### config.mk
export PLATFORM = sky130hd
export DESIGN_NAME = bit_packet_builder_with_checksum_core_flat
export DESIGN_NICKNAME = d
export VERILOG_FILES = /design/src/rtl/core/bpb_pkg.sv /design/src/rtl/core/bpb_in_if.sv /design/src/rtl/core/bpb_out_if.sv /design/src/rtl/core/bpb_store.sv /design/src/rtl/core/bpb_insert.sv /design/src/rtl/core/bpb_csum.sv /design/src/rtl/core/bit_packet_builder_with_checksum_core.sv /design/src/flat_wrapper.sv
export SDC_FILE = /design/constraint.sdc
export NUM_CORES = 2
export LEC_CHECK = 0
export ABC_AREA = 1
export BUFFER_PORTS_ARGS = -buffer_cell sky130_fd_sc_hd__buf_2
export CORE_MARGIN = 2
export CORE_UTILIZATION = 57
export CTS_CLUSTER_SIZE = 40
export DETAILED_ROUTE_END_ITERATION = 6
export PLACE_DENSITY = 0.82
export SYNTH_ARGS = -nofsm -noshare
export SYNTH_HDL_FRONTEND = slang
export SYNTH_SLANG_ARGS = --single-unit
### constraint.sdc
create_clock -name clk_i -period 12.3 [get_ports clk_i]
set_clock_uncertainty 0.2 [all_clocks]
set_input_delay 0 -clock clk_i [delete_from_list [all_inputs] [get_ports clk_i]]
set_output_delay 0 -clock clk_i [all_outputs]
set_load 0.01 [all_outputs]
### src/rtl/core/bpb_pkg.sv
// Shared types and constants of the bit packet builder.
`default_nettype none

package bpb_pkg;

  // Payload widths of the two channels
  localparam int unsigned CMD_W   = 3;
  localparam int unsigned VALUE_W = 32;
  localparam int unsigned NBITS_W = 6;
  localparam int unsigned INDEX_W = 8;
  localparam int unsigned BYTE_W  = 8;
  localparam int unsigned LEN_W   = 12;
  localparam int unsigned CHECK_W = 16;

  // Longest field in bits
  localparam logic [NBITS_W-1:0] MAX_FIELD_BITS = NBITS_W'(32);

  // Command codes
  typedef enum logic [CMD_W-1:0] {
    CMD_CLEAR     = 3'd0,
    CMD_ADD_BIG   = 3'd1,
    CMD_ADD_LITTLE = 3'd2,
    CMD_LRC       = 3'd3,
    CMD_FL_BIG    = 3'd4,
    CMD_FL_LITTLE = 3'd5,
    CMD_READ      = 3'd6
  } cmd_e;

  // Control from the sequencer to the bit insertion unit
  typedef struct packed {
    logic                 clear;   // zero pointer, flag and partial byte
    logic                 round;   // round pointer up to a byte boundary
    logic                 start;   // begin appending a field
    logic                 little;  // low byte first
    logic [VALUE_W-1:0]   value;
    logic [NBITS_W-1:0]   nbits;   // already limited to 32
  } ins_ctrl_t;

endpackage

`default_nettype wire

### src/rtl/core/bpb_in_if.sv
// Command channel of the bit packet builder.
`default_nettype none

interface bpb_in_if import bpb_pkg::*; ();
  logic               valid;
  logic               ready;
  logic [CMD_W-1:0]   command;
  logic [VALUE_W-1:0] field_value;
  logic [NBITS_W-1:0] field_bits;
  logic [INDEX_W-1:0] byte_index;

  modport source (output valid, output command, output field_value, output field_bits,
                  output byte_index, input ready);
  modport sink   (input valid, input command, input field_value, input field_bits,
                  input byte_index, output ready);
endinterface

`default_nettype wire

### src/rtl/core/bpb_out_if.sv
// Result channel of the bit packet builder.
`default_nettype none

interface bpb_out_if import bpb_pkg::*; ();
  logic               valid;
  logic               ready;
  logic [BYTE_W-1:0]  read_byte;
  logic [LEN_W-1:0]   length_bits;
  logic [CHECK_W-1:0] check_value;
  logic               overflow;

  modport source (output valid, output read_byte, output length_bits, output check_value,
                  output overflow, input ready);
  modport sink   (input valid, input read_byte, input length_bits, input check_value,
                  input overflow, output ready);
endinterface

`default_nettype wire

### src/rtl/core/bpb_store.sv
// Packet byte store: one write port, one read port with registered data.
`default_nettype none

module bpb_store import bpb_pkg::*; #(
  parameter int unsigned PACKET_BYTES = 256,
  localparam int unsigned AW = $clog2(PACKET_BYTES)
) (
  input  logic              clk_i,
  input  logic              we_i,
  input  logic [AW-1:0]     waddr_i,
  input  logic [BYTE_W-1:0] wdata_i,
  input  logic              re_i,
  input  logic [AW-1:0]     raddr_i,
  output logic [BYTE_W-1:0] rdata_o
);

  logic [BYTE_W-1:0] mem_q [PACKET_BYTES];
  logic [BYTE_W-1:0] rdata_q;

  // Write one byte
  always_ff @(posedge clk_i) begin
    if (we_i) begin
      mem_q[waddr_i] <= wdata_i;
    end
  end

  // Read one byte, data valid next cycle
  always_ff @(posedge clk_i) begin
    if (re_i) begin
      rdata_q <= mem_q[raddr_i];
    end
  end

  assign rdata_o = rdata_q;

endmodule

`default_nettype wire

### src/rtl/core/bpb_insert.sv
// Bit insertion unit: places up to one byte's worth of field bits per cycle.
`default_nettype none

module bpb_insert import bpb_pkg::*; #(
  parameter int unsigned PACKET_BYTES = 256,
  localparam int unsigned AW = $clog2(PACKET_BYTES),
  localparam int unsigned PW = $clog2(PACKET_BYTES * 8 + 1),
  localparam int unsigned CAP_BITS = PACKET_BYTES * 8
) (
  input  logic              clk_i,
  input  logic              rst_ni,
  input  ins_ctrl_t         ctrl_i,
  output logic              busy_o,
  output logic [PW-1:0]     ptr_o,
  output logic              ovf_o,
  output logic              we_o,
  output logic [AW-1:0]     waddr_o,
  output logic [BYTE_W-1:0] wdata_o
);

  logic [PW-1:0]      ptr_q, ptr_d;
  logic               ovf_q, ovf_d;
  logic               busy_q, busy_d;
  logic               little_q, little_d;
  logic [BYTE_W-1:0]  cur_q, cur_d;     // partial byte at the pointer
  logic [VALUE_W-1:0] val_q, val_d;     // bits not yet cut into segments
  logic [NBITS_W-1:0] rem_q, rem_d;     // bit count left in val_q
  logic [BYTE_W-1:0]  seg_q, seg_d;     // current segment, MSB aligned
  logic [3:0]         srem_q, srem_d;   // bits left in the segment

  logic [2:0]         off;
  logic [3:0]         free_bits;
  logic [3:0]         take;
  logic [3:0]         seg_len;
  logic [BYTE_W-1:0]  merged;
  logic               full;

  assign off       = ptr_q[2:0];
  assign free_bits = 4'd8 - {1'b0, off};
  assign take      = (srem_q < free_bits) ? srem_q : free_bits;
  assign seg_len   = (rem_q > NBITS_W'(8)) ? 4'd8 : rem_q[3:0];
  assign merged    = cur_q | (seg_q >> off);
  assign full      = (ptr_q == PW'(CAP_BITS));

  // Clear, round or start a field, then sequence segment loads and byte merges, dropping bits once full
  always_comb begin
    ptr_d    = ptr_q;
    ovf_d    = ovf_q;
    busy_d   = busy_q;
    little_d = little_q;
    cur_d    = cur_q;
    val_d    = val_q;
    rem_d    = rem_q;
    seg_d    = seg_q;
    srem_d   = srem_q;
    we_o     = 1'b0;
    waddr_o  = AW'(ptr_q >> 3);
    wdata_o  = merged;
    if (ctrl_i.clear) begin
      ptr_d  = '0;
      ovf_d  = 1'b0;
      cur_d  = '0;
      busy_d = 1'b0;
    end else if (ctrl_i.round) begin
      if (off != 3'd0) begin
        ptr_d = (ptr_q | PW'(7)) + PW'(1);
        cur_d = '0;
      end
    end else if (ctrl_i.start) begin
      little_d = ctrl_i.little;
      val_d    = ctrl_i.little ? ctrl_i.value
                               : (ctrl_i.value << (MAX_FIELD_BITS - ctrl_i.nbits));
      rem_d    = ctrl_i.nbits;
      srem_d   = '0;
      busy_d   = 1'b1;
    end else if (busy_q) begin
      if (srem_q == 4'd0) begin
        if (rem_q == '0) begin
          busy_d = 1'b0;
        end else begin
          // Cut the next segment
          if (little_q) begin
            seg_d = BYTE_W'(val_q[7:0] << (4'd8 - seg_len));
            val_d = val_q >> 8;
          end else begin
            seg_d = val_q[31:24];
            val_d = val_q << 8;
          end
          rem_d  = rem_q - NBITS_W'(seg_len);
          srem_d = seg_len;
        end
      end else if (full) begin
        // Drop what is left
        ovf_d  = 1'b1;
        srem_d = '0;
        rem_d  = '0;
      end else begin
        // Merge into the byte at the pointer
        we_o   = 1'b1;
        seg_d  = BYTE_W'(seg_q << take);
        srem_d = srem_q - take;
        ptr_d  = ptr_q + PW'(take);
        cur_d  = (({1'b0, off} + take) == 4'd8) ? '0 : merged;
      end
    end
  end

  always_ff @(posedge clk_i or negedge rst_ni) begin
    if (!rst_ni) begin
      ptr_q    <= '0;
      ovf_q    <= 1'b0;
      busy_q   <= 1'b0;
      little_q <= 1'b0;
      cur_q    <= '0;
      rem_q    <= '0;
      srem_q   <= '0;
    end else begin
      ptr_q    <= ptr_d;
      ovf_q    <= ovf_d;
      busy_q   <= busy_d;
      little_q <= little_d;
      cur_q    <= cur_d;
      rem_q    <= rem_d;
      srem_q   <= srem_d;
    end
  end

  always_ff @(posedge clk_i) begin
    val_q <= val_d;
    seg_q <= seg_d;
  end

  assign busy_o = busy_q;
  assign ptr_o  = ptr_q;
  assign ovf_o  = ovf_q;

endmodule

`default_nettype wire

### src/rtl/core/bpb_csum.sv
// Checksum walker: reads stored bytes one per cycle, bar fold bubbles, into LRC/Fletcher-16 sums.
`default_nettype none

module bpb_csum import bpb_pkg::*; #(
  parameter int unsigned PACKET_BYTES = 256,
  localparam int unsigned AW = $clog2(PACKET_BYTES),
  localparam int unsigned CW = $clog2(PACKET_BYTES + 1)
) (
  input  logic               clk_i,
  input  logic               rst_ni,
  input  logic               start_i,
  input  logic [CW-1:0]      nbytes_i,
  output logic               rd_en_o,
  output logic [AW-1:0]      rd_addr_o,
  input  logic [BYTE_W-1:0]  rd_data_i,
  output logic               done_o,
  output logic [BYTE_W-1:0]  lrc_o,
  output logic [CHECK_W-1:0] fletcher_o
);

  localparam int unsigned FLETCHER_BLOCK = 21;
  localparam logic [4:0]  BLOCK_LAST     = 5'(FLETCHER_BLOCK - 1);
  localparam logic [15:0] SUM_INIT       = 16'h00ff;

  typedef enum logic [3:0] {
    CS_IDLE      = 4'b0001,
    CS_WALK      = 4'b0010,
    CS_FOLD_LAST = 4'b0100,
    CS_FOLD_END  = 4'b1000
  } cs_state_e;

  function automatic logic [15:0] fold16(input logic [15:0] x);
    return {8'h00, x[7:0]} + {8'h00, x[15:8]};
  endfunction

  cs_state_e   state_q, state_d;
  logic [CW-1:0] issue_q, issue_d;
  logic [CW-1:0] nbytes_q, nbytes_d;
  logic [4:0]  iblk_q, iblk_d;     // bytes issued in the current block
  logic [4:0]  cblk_q, cblk_d;     // bytes summed in the current block
  logic        hold_q, hold_d;     // bubble before a block fold
  logic        dv_q, dv_d;         // read data arrives this cycle
  logic        fold_q, fold_d;     // fold sums this cycle
  logic        done_q, done_d;
  logic [15:0] s1_q, s1_d;
  logic [15:0] s2_q, s2_d;
  logic [7:0]  x_q, x_d;
  logic [15:0] s1_add;
  logic        issue;

  assign s1_add = s1_q + {8'h00, rd_data_i};
  assign issue  = (state_q == CS_WALK) && !hold_q && (issue_q < nbytes_q);

  always_comb begin
    state_d  = state_q;
    issue_d  = issue_q;
    nbytes_d = nbytes_q;
    iblk_d   = iblk_q;
    cblk_d   = cblk_q;
    hold_d   = 1'b0;
    dv_d     = issue;
    fold_d   = 1'b0;
    done_d   = 1'b0;
    s1_d     = s1_q;
    s2_d     = s2_q;
    x_d      = x_q;
    unique case (state_q)
      CS_IDLE: begin
        if (start_i) begin
          issue_d  = '0;
          nbytes_d = nbytes_i;
          iblk_d   = '0;
          cblk_d   = '0;
          s1_d     = SUM_INIT;
          s2_d     = SUM_INIT;
          x_d      = '0;
          state_d  = CS_WALK;
        end
      end
      CS_WALK: begin
        // Issue side
        if (issue) begin
          issue_d = issue_q + CW'(1);
          if (iblk_q == BLOCK_LAST) begin
            iblk_d = '0;
            hold_d = 1'b1;
          end else begin
            iblk_d = iblk_q + 5'd1;
          end
        end
        // Sum side
        if (dv_q) begin
          x_d  = x_q ^ rd_data_i;
          s1_d = s1_add;
          s2_d = s2_q + s1_add;
          if (cblk_q == BLOCK_LAST) begin
            cblk_d = '0;
            fold_d = 1'b1;
          end else begin
            cblk_d = cblk_q + 5'd1;
          end
        end else if (fold_q) begin
          s1_d = fold16(s1_q);
          s2_d = fold16(s2_q);
        end
        if (!issue && (issue_q == nbytes_q) && !dv_q && !fold_q) begin
          state_d = CS_FOLD_LAST;
        end
      end
      CS_FOLD_LAST: begin
        // Close a partial last block
        if (cblk_q != 5'd0) begin
          s1_d = fold16(s1_q);
          s2_d = fold16(s2_q);
        end
        state_d = CS_FOLD_END;
      end
      CS_FOLD_END: begin
        s1_d    = fold16(s1_q);
        s2_d    = fold16(s2_q);
        done_d  = 1'b1;
        state_d = CS_IDLE;
      end
      default: state_d = CS_IDLE;
    endcase
  end

  always_ff @(posedge clk_i or negedge rst_ni) begin
    if (!rst_ni) begin
      state_q <= CS_IDLE;
      issue_q <= '0;
      nbytes_q <= '0;
      iblk_q  <= '0;
      cblk_q  <= '0;
      hold_q  <= 1'b0;
      dv_q    <= 1'b0;
      fold_q  <= 1'b0;
      done_q  <= 1'b0;
    end else begin
      state_q <= state_d;
      issue_q <= issue_d;
      nbytes_q <= nbytes_d;
      iblk_q  <= iblk_d;
      cblk_q  <= cblk_d;
      hold_q  <= hold_d;
      dv_q    <= dv_d;
      fold_q  <= fold_d;
      done_q  <= done_d;
    end
  end

  always_ff @(posedge clk_i) begin
    s1_q <= s1_d;
    s2_q <= s2_d;
    x_q  <= x_d;
  end

  assign rd_en_o    = issue;
  assign rd_addr_o  = AW'(issue_q);
  assign done_o     = done_q;
  assign lrc_o      = x_q;
  assign fletcher_o = {s1_q[7:0], s2_q[7:0]};

endmodule

`default_nettype wire

### src/rtl/core/bit_packet_builder_with_checksum_core.sv
// Bit packet builder with LRC / Fletcher-16 checksum: command sequencer and top level.
//
//   channel | dir | payload                                         | moves a word when
//   in_i    | in  | command, field_value, field_bits, byte_index    | valid & ready
//   out_o   | out | read_byte, length_bits, check_value, overflow   | valid & ready
//
// One command at a time; in_i.ready is high only in the idle state. A finished word waits in
// the output register; the next command holds in its last cycle until out_o takes that word.
// Read: no store read, and a zero byte, when the byte is at or above the pointer.
// Field append: segments of up to a byte, each merged into one or two store bytes.
// Checksum: round the pointer up, walk the N stored bytes with one store read each, then
// append the LRC or the Fletcher-16 result. Reset clears pointer, flags and state only.
`default_nettype none

module bit_packet_builder_with_checksum_core import bpb_pkg::*; #(
  parameter int unsigned PACKET_BYTES = 256
) (
  input  logic   clk_i,
  input  logic   rst_ni,
  bpb_in_if.sink     in_i,
  bpb_out_if.source  out_o
);

  localparam int unsigned AW = $clog2(PACKET_BYTES);
  localparam int unsigned PW = $clog2(PACKET_BYTES * 8 + 1);
  localparam int unsigned CW = $clog2(PACKET_BYTES + 1);

  typedef enum logic [5:0] {
    S_IDLE   = 6'b000001,
    S_APPEND = 6'b000010,
    S_ROUND  = 6'b000100,
    S_SUM    = 6'b001000,
    S_READ   = 6'b010000,
    S_DONE   = 6'b100000
  } state_e;

  state_e       state_q, state_d;
  cmd_e         cmd_q, cmd_d;
  cmd_e         cmd_in;
  logic [BYTE_W-1:0]  rd_q, rd_d;
  logic [CHECK_W-1:0] check_q, check_d;

  logic               out_valid_q, out_valid_d;
  logic [BYTE_W-1:0]  out_rd_q, out_rd_d;
  logic [LEN_W-1:0]   out_len_q, out_len_d;
  logic [CHECK_W-1:0] out_check_q, out_check_d;
  logic               out_ovf_q, out_ovf_d;

  ins_ctrl_t          ins_ctrl;
  logic               ins_busy;
  logic [PW-1:0]      ins_ptr;
  logic               ins_ovf;
  logic               st_we;
  logic [AW-1:0]      st_waddr;
  logic [BYTE_W-1:0]  st_wdata;
  logic               st_re;
  logic [AW-1:0]      st_raddr;
  logic [BYTE_W-1:0]  st_rdata;

  logic               cs_start;
  logic               cs_rd_en;
  logic [AW-1:0]      cs_rd_addr;
  logic               cs_done;
  logic [BYTE_W-1:0]  cs_lrc;
  logic [CHECK_W-1:0] cs_fletcher;

  logic               top_re;
  logic               accept;
  logic [NBITS_W-1:0] nbits_sat;
  logic               rd_hit;
  logic               out_free;

  assign cmd_in    = cmd_e'(in_i.command);
  assign accept    = in_i.valid && (state_q == S_IDLE);
  assign nbits_sat = (in_i.field_bits > MAX_FIELD_BITS) ? MAX_FIELD_BITS : in_i.field_bits;
  // Only bytes below the pointer hold data
  assign rd_hit    = ({24'h000000, in_i.byte_index} << 3) < 32'(ins_ptr);
  assign out_free  = !out_valid_q || out_o.ready;

  // Sequence one command
  always_comb begin
    state_d        = state_q;
    cmd_d          = cmd_q;
    rd_d           = rd_q;
    check_d        = check_q;
    ins_ctrl       = '0;
    cs_start       = 1'b0;
    top_re         = 1'b0;
    out_valid_d    = out_valid_q && !out_o.ready;
    out_rd_d       = out_rd_q;
    out_len_d      = out_len_q;
    out_check_d    = out_check_q;
    out_ovf_d      = out_ovf_q;
    unique case (state_q)
      S_IDLE: begin
        if (accept) begin
          cmd_d   = cmd_in;
          rd_d    = '0;
          check_d = '0;
          ins_ctrl.value = in_i.field_value;
          ins_ctrl.nbits = nbits_sat;
          unique case (cmd_in) inside
            CMD_CLEAR: begin
              ins_ctrl.clear = 1'b1;
              state_d        = S_DONE;
            end
            CMD_ADD_BIG: begin
              ins_ctrl.start = 1'b1;
              state_d        = S_APPEND;
            end
            CMD_ADD_LITTLE: begin
              ins_ctrl.start  = 1'b1;
              ins_ctrl.little = 1'b1;
              state_d         = S_APPEND;
            end
            CMD_LRC, CMD_FL_BIG, CMD_FL_LITTLE: begin
              ins_ctrl.round = 1'b1;
              state_d        = S_ROUND;
            end
            CMD_READ: begin
              top_re  = rd_hit;
              state_d = rd_hit ? S_READ : S_DONE;
            end
            default: state_d = S_DONE;
          endcase
        end
      end
      S_ROUND: begin
        cs_start = 1'b1;
        state_d  = S_SUM;
      end
      S_SUM: begin
        if (cs_done) begin
          ins_ctrl.start = 1'b1;
          if (cmd_q == CMD_LRC) begin
            check_d        = {8'h00, cs_lrc};
            ins_ctrl.value = VALUE_W'(cs_lrc);
            ins_ctrl.nbits = NBITS_W'(8);
          end else begin
            check_d         = cs_fletcher;
            ins_ctrl.value  = VALUE_W'(cs_fletcher);
            ins_ctrl.nbits  = NBITS_W'(16);
            ins_ctrl.little = (cmd_q == CMD_FL_LITTLE);
          end
          state_d = S_APPEND;
        end
      end
      S_APPEND: begin
        if (!ins_busy) begin
          state_d = S_DONE;
        end
      end
      S_READ: begin
        rd_d    = st_rdata;
        state_d = S_DONE;
      end
      S_DONE: begin
        // Hand the result to the output register
        if (out_free) begin
          out_valid_d = 1'b1;
          out_rd_d    = rd_q;
          out_len_d   = LEN_W'(ins_ptr);
          out_check_d = check_q;
          out_ovf_d   = ins_ovf;
          state_d     = S_IDLE;
        end
      end
      default: state_d = S_IDLE;
    endcase
  end

  always_ff @(posedge clk_i or negedge rst_ni) begin
    if (!rst_ni) begin
      state_q     <= S_IDLE;
      cmd_q       <= CMD_CLEAR;
      out_valid_q <= 1'b0;
    end else begin
      state_q     <= state_d;
      cmd_q       <= cmd_d;
      out_valid_q <= out_valid_d;
    end
  end

  always_ff @(posedge clk_i) begin
    rd_q        <= rd_d;
    check_q     <= check_d;
    out_rd_q    <= out_rd_d;
    out_len_q   <= out_len_d;
    out_check_q <= out_check_d;
    out_ovf_q   <= out_ovf_d;
  end

  // Share the store read port between readback and the checksum walk
  assign st_re    = top_re || cs_rd_en;
  assign st_raddr = cs_rd_en ? cs_rd_addr : AW'(in_i.byte_index);

  bpb_insert #(
    .PACKET_BYTES (PACKET_BYTES)
  ) u_insert (
    .clk_i   (clk_i),
    .rst_ni  (rst_ni),
    .ctrl_i  (ins_ctrl),
    .busy_o  (ins_busy),
    .ptr_o   (ins_ptr),
    .ovf_o   (ins_ovf),
    .we_o    (st_we),
    .waddr_o (st_waddr),
    .wdata_o (st_wdata)
  );

  bpb_csum #(
    .PACKET_BYTES (PACKET_BYTES)
  ) u_csum (
    .clk_i      (clk_i),
    .rst_ni     (rst_ni),
    .start_i    (cs_start),
    .nbytes_i   (CW'(ins_ptr >> 3)),
    .rd_en_o    (cs_rd_en),
    .rd_addr_o  (cs_rd_addr),
    .rd_data_i  (st_rdata),
    .done_o     (cs_done),
    .lrc_o      (cs_lrc),
    .fletcher_o (cs_fletcher)
  );

  bpb_store #(
    .PACKET_BYTES (PACKET_BYTES)
  ) u_store (
    .clk_i   (clk_i),
    .we_i    (st_we),
    .waddr_i (st_waddr),
    .wdata_i (st_wdata),
    .re_i    (st_re),
    .raddr_i (st_raddr),
    .rdata_o (st_rdata)
  );

  assign in_i.ready        = (state_q == S_IDLE);
  assign out_o.valid       = out_valid_q;
  assign out_o.read_byte   = out_rd_q;
  assign out_o.length_bits = out_len_q;
  assign out_o.check_value = out_check_q;
  assign out_o.overflow    = out_ovf_q;

endmodule

`default_nettype wire
### src/flat_wrapper.sv
// flat-port wrapper written by rule: the top's interface ports become plain ports
module bit_packet_builder_with_checksum_core_flat import bpb_pkg::*;
#(
  parameter int unsigned PACKET_BYTES = 256
)
  (clk_i, rst_ni, in_i_valid, in_i_command, in_i_field_value, in_i_field_bits, in_i_byte_index, in_i_ready, out_o_valid, out_o_read_byte, out_o_length_bits, out_o_check_value, out_o_overflow, out_o_ready);
  bpb_in_if in_i_i ();
  bpb_out_if out_o_i ();
  input  logic clk_i;
  input  logic rst_ni;
  input wire logic [$bits(in_i_i.valid)-1:0] in_i_valid;
  input wire logic [$bits(in_i_i.command)-1:0] in_i_command;
  input wire logic [$bits(in_i_i.field_value)-1:0] in_i_field_value;
  input wire logic [$bits(in_i_i.field_bits)-1:0] in_i_field_bits;
  input wire logic [$bits(in_i_i.byte_index)-1:0] in_i_byte_index;
  output wire logic [$bits(in_i_i.ready)-1:0] in_i_ready;
  output wire logic [$bits(out_o_i.valid)-1:0] out_o_valid;
  output wire logic [$bits(out_o_i.read_byte)-1:0] out_o_read_byte;
  output wire logic [$bits(out_o_i.length_bits)-1:0] out_o_length_bits;
  output wire logic [$bits(out_o_i.check_value)-1:0] out_o_check_value;
  output wire logic [$bits(out_o_i.overflow)-1:0] out_o_overflow;
  input wire logic [$bits(out_o_i.ready)-1:0] out_o_ready;
  assign in_i_i.valid = in_i_valid;
  assign in_i_i.command = in_i_command;
  assign in_i_i.field_value = in_i_field_value;
  assign in_i_i.field_bits = in_i_field_bits;
  assign in_i_i.byte_index = in_i_byte_index;
  assign in_i_ready = in_i_i.ready;
  assign out_o_valid = out_o_i.valid;
  assign out_o_read_byte = out_o_i.read_byte;
  assign out_o_length_bits = out_o_i.length_bits;
  assign out_o_check_value = out_o_i.check_value;
  assign out_o_overflow = out_o_i.overflow;
  assign out_o_i.ready = out_o_ready;
  bit_packet_builder_with_checksum_core #(.PACKET_BYTES(PACKET_BYTES)) u_core (.clk_i(clk_i), .rst_ni(rst_ni), .in_i(in_i_i), .out_o(out_o_i));
endmodule
* After elaboration in Yosys (flattened, before gate mapping)
Memory sizes are Yosys's and may differ from the RTL's. A register that Yosys moved wholly into a read port is not among the register bits. Cells that the tools add are included.
Storage, ports and cells: RAM bits 2048, bits in latches 0, bits in read-only memories 0, input port bits 53, logic and storage cells 273, register bits 220, memories kept 1, output and inout port bits 39
Memory list:
- u_core.u_store.mem_q | words 256, bits a word 8, read ports 1, clocked after memory_dff 1, wr ports 1, RTL line bpb_store.sv:17 | logic [BYTE_W-1:0] mem_q [PACKET_BYTES];
Cells by class: multiply operators 0, bitwise logic cells 5, equality and inequality tests 44, mux-type cells 120, $lt $le $gt $ge 5, $add $sub $neg 15, reduce and logical (&&, ||, !) cells 49, divide/modulo/power cells 0, shift operators 4
Operator list (number):
- 32-bit 2-to-1 mux | 6
- 16-bit 2-to-1 mux | 10
- 8-bit 2-to-1 mux | 16
- 16-bit one-hot mux with 4 select lines | 2
- 12-bit 2-to-1 mux | 7
- 40-bit one-hot mux with 2 select lines | 1
- 6-bit 2-to-1 mux | 11
- 42-bit 2-to-1 mux | 1
- 40-bit 2-to-1 mux | 1
- 1-bit 2-to-1 mux | 38
- 4-bit 2-to-1 mux | 9
- 6-bit one-hot mux with 6 select lines | 1
- 16-bit one-hot mux with 2 select lines | 1
- 8-bit one-hot mux with 2 select lines | 2
- 32-bit by 6-bit left shift with 32-bit output | 1
- 5-bit 2-to-1 mux | 5
- 22-bit 2-to-1 mux | 1
- 2-bit by 1-bit inequality test with 1-bit output, second input constant | 10
- 5-bit one-hot mux with 2 select lines | 2
- 5-bit AND reduction | 4
- 8-bit by 8-bit adder with 9-bit output | 2
- 9-bit 2-to-1 mux | 2
- 6-bit one-hot mux with 3 select lines | 1
- 9-bit one-hot mux with 2 select lines | 1
- other kinds (60) | 107

* Longest topological paths before layout
word-level depth 12, gate-level depth with buffers 25, gate-level depth less buffers 24

* Hierarchy
From an unflattened synthesis, not the netlist that was laid out.
Unflattened totals: cells, all modules 9246, area, all modules 99987.1 um^2
By module, submodules not included:
- bpb_store | area each 83476.3 um^2, instances 1, seq. area each 61739.2 um^2, cells an instance 7003
- bpb_insert | area each 7218.2 um^2, instances 1, seq. area each 2026.9 um^2, cells an instance 1155
- bpb_csum | area each 5751.8 um^2, instances 1, seq. area each 2103.3 um^2, cells an instance 711
- bit_packet_builder_with_checksum_core | area each 3540.9 um^2, instances 1, seq. area each 2083.2 um^2, cells an instance 377

* Worst setup path before layout
Ideal clock, no wire load.
kind register to register, start point register u_core.u_insert.ptr_q[0], in the netlist u_core.u_insert.ptr_o[0], end point memory u_core.u_store.mem_q[0][5] (data pin), path slack -1.174 ns, stages on the path, launching flop included 7, setup time 2.197 ns, data required time 9.903 ns, arrival 11.077 ns, path buffers 2, period minus slack after synthesis 13.474 ns, cell sequence dfrtp_1 > clkbuf_1 > clkbuf_1 > nand2_1 > nand3_1 > o21ai_0 > o21ai_0
Between the ends: word-level cells in the longest chain between the ends 2
Ends and longest elaborated chain:
- start: declaration | RTL line bpb_insert.sv:21 | logic [PW-1:0] ptr_q, ptr_d;
- start signal: assignment | RTL line bpb_insert.sv:118 | ptr_q <= ptr_d;
- 8-bit by 3-bit right shift with 8-bit output | RTL line bpb_insert.sv:42 | assign merged = cur_q | (seg_q >> off);
- 8-bit bitwise OR | RTL line bpb_insert.sv:42
- named net u_core.st_wdata[5] | RTL line bit_packet_builder_with_checksum_core.sv:55 | logic [BYTE_W-1:0] st_wdata;
- end: declaration | RTL line bpb_store.sv:17
The timed path passes the listed nets, and every way through them passes these cells.

* Worst setup path after layout
start point register u_core.u_csum.issue_q[4], end point register u_core.u_store.rdata_q[7], in the netlist u_core.u_store.rdata_o[7] (read register of u_core.u_store.mem_q) (data pin)
Between the ends: word-level cells in the longest chain between the ends 3, elaborated cells between the ends (all ways) 4, those cells by class order compare: 1; mux: 1; reduce/logical: 2
Ends and longest elaborated chain:
- start: declaration | RTL line bpb_csum.sv:37 | logic [CW-1:0] issue_q, issue_d;
- start signal: assignment | RTL line bpb_csum.sv:141 | issue_q <= issue_d;
- 9-bit less-than comparator | RTL line bpb_csum.sv:52 | assign issue = (state_q == CS_WALK) && !hold_q && (issue_q < nbytes_q);
- 1-bit logical AND | RTL line bpb_csum.sv:52
- 8-bit 2-to-1 mux or 1-bit logical OR (tied branches) | RTL line bit_packet_builder_with_checksum_core.sv:195, bit_packet_builder_with_checksum_core.sv:194
- end: declaration | RTL line bpb_store.sv:18 | logic [BYTE_W-1:0] rdata_q;
Parallel ways exist; a longest one is shown, timed or not. A chain may end at the register's enable or synchronous reset.

==> reports/summary.txt <==
# nets final: 10300
Sequential area share after synthesis: 65.9%
Max clock buf depth: 3
Most area-consuming cells after synthesis: edfxtp_1, nand2_1, nand3_1
Initial antenna violation count: 17
Core ar.: 180000 um2
Status: finished, violations left
Detailed Routing Iterations Pass 1: 7
Die Area: 184000 um2
Post-synthesis instance total: 10200
Clk slew on worst S/H paths: 0.06 ns
Largest net degree at the start of global routing: 212
Ordered list of cells on the worst path: ha_1 > nand2_1 > nor2_1 > nand3b_1 > nand3_2 > nand2_2 > nand2_8 > buf_12 > buf_4 > nand2_1 > nand2_1 > nand2_1 > nand3_1 > nand3_1 > nand3_1 > nand3_1 > nand3_1 > nand3_1 > nand2_1
Syn Std Cell Area: 103000 um2
Top FF cell, synth: edfxtp_1
Leakage: 45.7 nW
Failing checks: design-rule violations
GRT Util Overall: 30.3%
Initial core utilization: 57.2%
Number of flops mapped to enable cells by yosys: 2197
Hold WC Path Type: in2async
Routed WL: 285000 um
Slowest stage cell, crit path: buf_4
H-tree lvl count: 4
Synthesis-to-finish area growth: 9.71%
Slowest stage delay, CP: 0.93 ns
Initial DRC count: 12500
DR WL/cell: 22.4 um
Worst slew pin tran: 1.26 ns
Hold buffer count at cts: 74
Skew-Pair Late Insertion Delay: 0.88 ns
Buf/Inv on CP: 2
First-pass GRT wire length: 430000 um
Crit path launch type: register
Die H: 429 um
RSZ-0062 raised after global routing: false
Power density over the cells: 209 nW/um2
Fmax: 140 MHz
CTS buffer count: 219
CP Class: reg2reg
Post-synthesis async set-or-reset flop share: 3.47%
Final ANT Viol Nets: 0
Total negative setup slack: 0 ns
Crit path max fanout: 196
Dpl hpwl: 161000 um
IO Port Bufs: 91
Placement Cell Area: 105000 um2
Yosys warnings: 0
Tmin final: 7.16 ns
Area leader, netlist: edfxtp_1
#FFs+latches synth: 2276
Final-report max-slew violation count: 0
Die X-Extent: 429 um
Vias: 76400
Relative slew slack: 16.3%
# setup viols final: 0
Clk sink count: 2276
Element type at the critical path end: register
VDD IR-drop max: 0.462 mV
Post-CTS sizing: 0
Gr ovfl total: 0
CTS tree: done
Max-Cap Viols: 0
Cell variety after synth: 64
Post-layout util: 62.8%
Final hold vios: 0
CP required: 12.83 ns
Row cnt: 156
Fin area: 113000 um2
Post-CTS Setup Inserts: 0
Final Wtd Congestion: 0.964
FILL cells: 13200
Crit path max-delay family: simple AND/OR/NAND/NOR gates
CP arrival: 7.69 ns
Most Frequent Cell on Critical Path: nand3_1
Commonest cells post-synth: nand2_1, edfxtp_1, nand3_1, inv_1, nor2_1
Clk root buf: clkbuf_16
DRC: 2
Syn_nets: 10400
Boundary pin count: 92
Share of the synthesized area in the top cell type: 64.0%
Post-DR vias/cell: 5.99
Share of cells above drive strength 1: 5.50%
Most numerous cell in the Yosys netlist: nand2_1
Vias in the first global route: 73100
Mean cell area of the mapped netlist: 10.1 um2
Fin crit share: 58.2%
-- flip-flops by register name (all words and copies together) (netlist names), 12 cells and up --
name                      flops
u_core.check_q               16
u_core.out_o.check_value     16
u_core.out_o.length_bits     12
u_core.u_csum.s1_q           16
u_core.u_csum.s2_q           16
u_core.u_insert.ptr_o        12
u_core.u_insert.val_q        32
u_core.u_store.mem_q       2048
-- per-stage QoR --
stage | hold slack (ns) | setup slack, ns | total power [mW] | instances
floorplan | -0.496 | 2.80 | 15.0 | 10200
global placement | -0.00562 | 5.58 | 16.7 | 12300
detailed placement | 0.0183 | 5.44 | 16.9 | 12300
CTS | 0.00243 | 5.39 | 23.5 | 12700
global route | 0.0586 | 4.93 | 24.4 | 12700
finish | 0.0558 | 5.14 | 23.7 | 12700
-- where the power goes --
group | total [mW] | internal [mW] | switching [mW]
sequential | 11.0 | 10.8 | 0.189
clock | 6.64 | 3.65 | 2.99
combinational | 6.07 | 1.16 | 4.90
-- area by class of cell --
cell class | count | area [um2] | share of cell area [%]
Antenna cell | 10 | 25.0 | 0.0221
Multi-Input combinational cell | 6069 | 27800 | 24.6
Sequential cell | 2276 | 68000 | 60.1
Inverter | 1359 | 5130 | 4.54
Tap cell | 2370 | 2970 | 2.62
Clock inverter | 139 | 1410 | 1.25
Clock buffer | 271 | 5690 | 5.03
Timing Repair Buffer | 253 | 2040 | 1.80
-- worst reg2reg max path, delay by kind of cell (launching register included) --
family | cells | cell delay [ns]
and+or+nand+nor | 16 | 4.28
buffers and inverters | 2 | 1.83
DFF | 1 | 0.42
adders and majority gates | 1 | 0.31
-- final timing paths --
kind / from / to / slack, ns / cells past startpoint
setup / recovery: u_core.u_csum.issue_q[4] / u_core.u_store.rdata_o[7] / 5.14 / 19
hold / removal: rst_ni / u_core.state_q[0] / 0.06 / 3
setup reg to reg: u_core.u_csum.issue_q[4] / u_core.u_store.rdata_o[7] / 5.14 / 19
hold reg to reg: u_core.check_q[6] / u_core.out_o.check_value[6] / 0.21 / 0
max in group asynchronous: rst_ni / u_core.u_insert.ptr_o[9] / 11.41 / 4
min in group clk_i: in_i_field_bits[1] / u_core.u_insert.rem_q[1] / 0.07 / 4
-- cell usage in the layout, fill, tap and decap left out, drive strengths merged, types with 7 or more instances in the layout --
cell type and n:
xnor2 19, inv 1357, nand3b 10, clkinvlp 7, buf 180, diode 10, nand2 3141, nor3 33
clkinv 118, o22ai 16, o211ai 139, nand4 16, a21oi 132, o221ai 10, ha 84, clkbuf 271
a211oi 7, edfxtp 2197, bufinv 16, o21ai 192, dlygate4sd3 73, xor2 20, nand3 1723, dfrtp 77
nor2 448
-- per-layer routing --
layer	part of all wire, %	GRT usage [%]
met4	5.7	16.5
met5	0.042	0
met3	13	6.81
met1	36	39.8
met2	46	47.2
-- logic make-up after synthesis --
group / after synthesis / share of synthesized area, %
AND/OR/NAND/NOR: 5389 / 22.0
flip-flops: 2276 / 65.9
buffers and inverters: 1901 / 7.27
AO/OA/AOI/OAI: 543 / 3.22
adder cells (fa/ha/maj): 90 / 1.14
XOR/XNOR: 39 / 0.357
multiplexers: 6 / 0.0583
other: 2 / 0.00729
(Power assumes the default switching activity.)
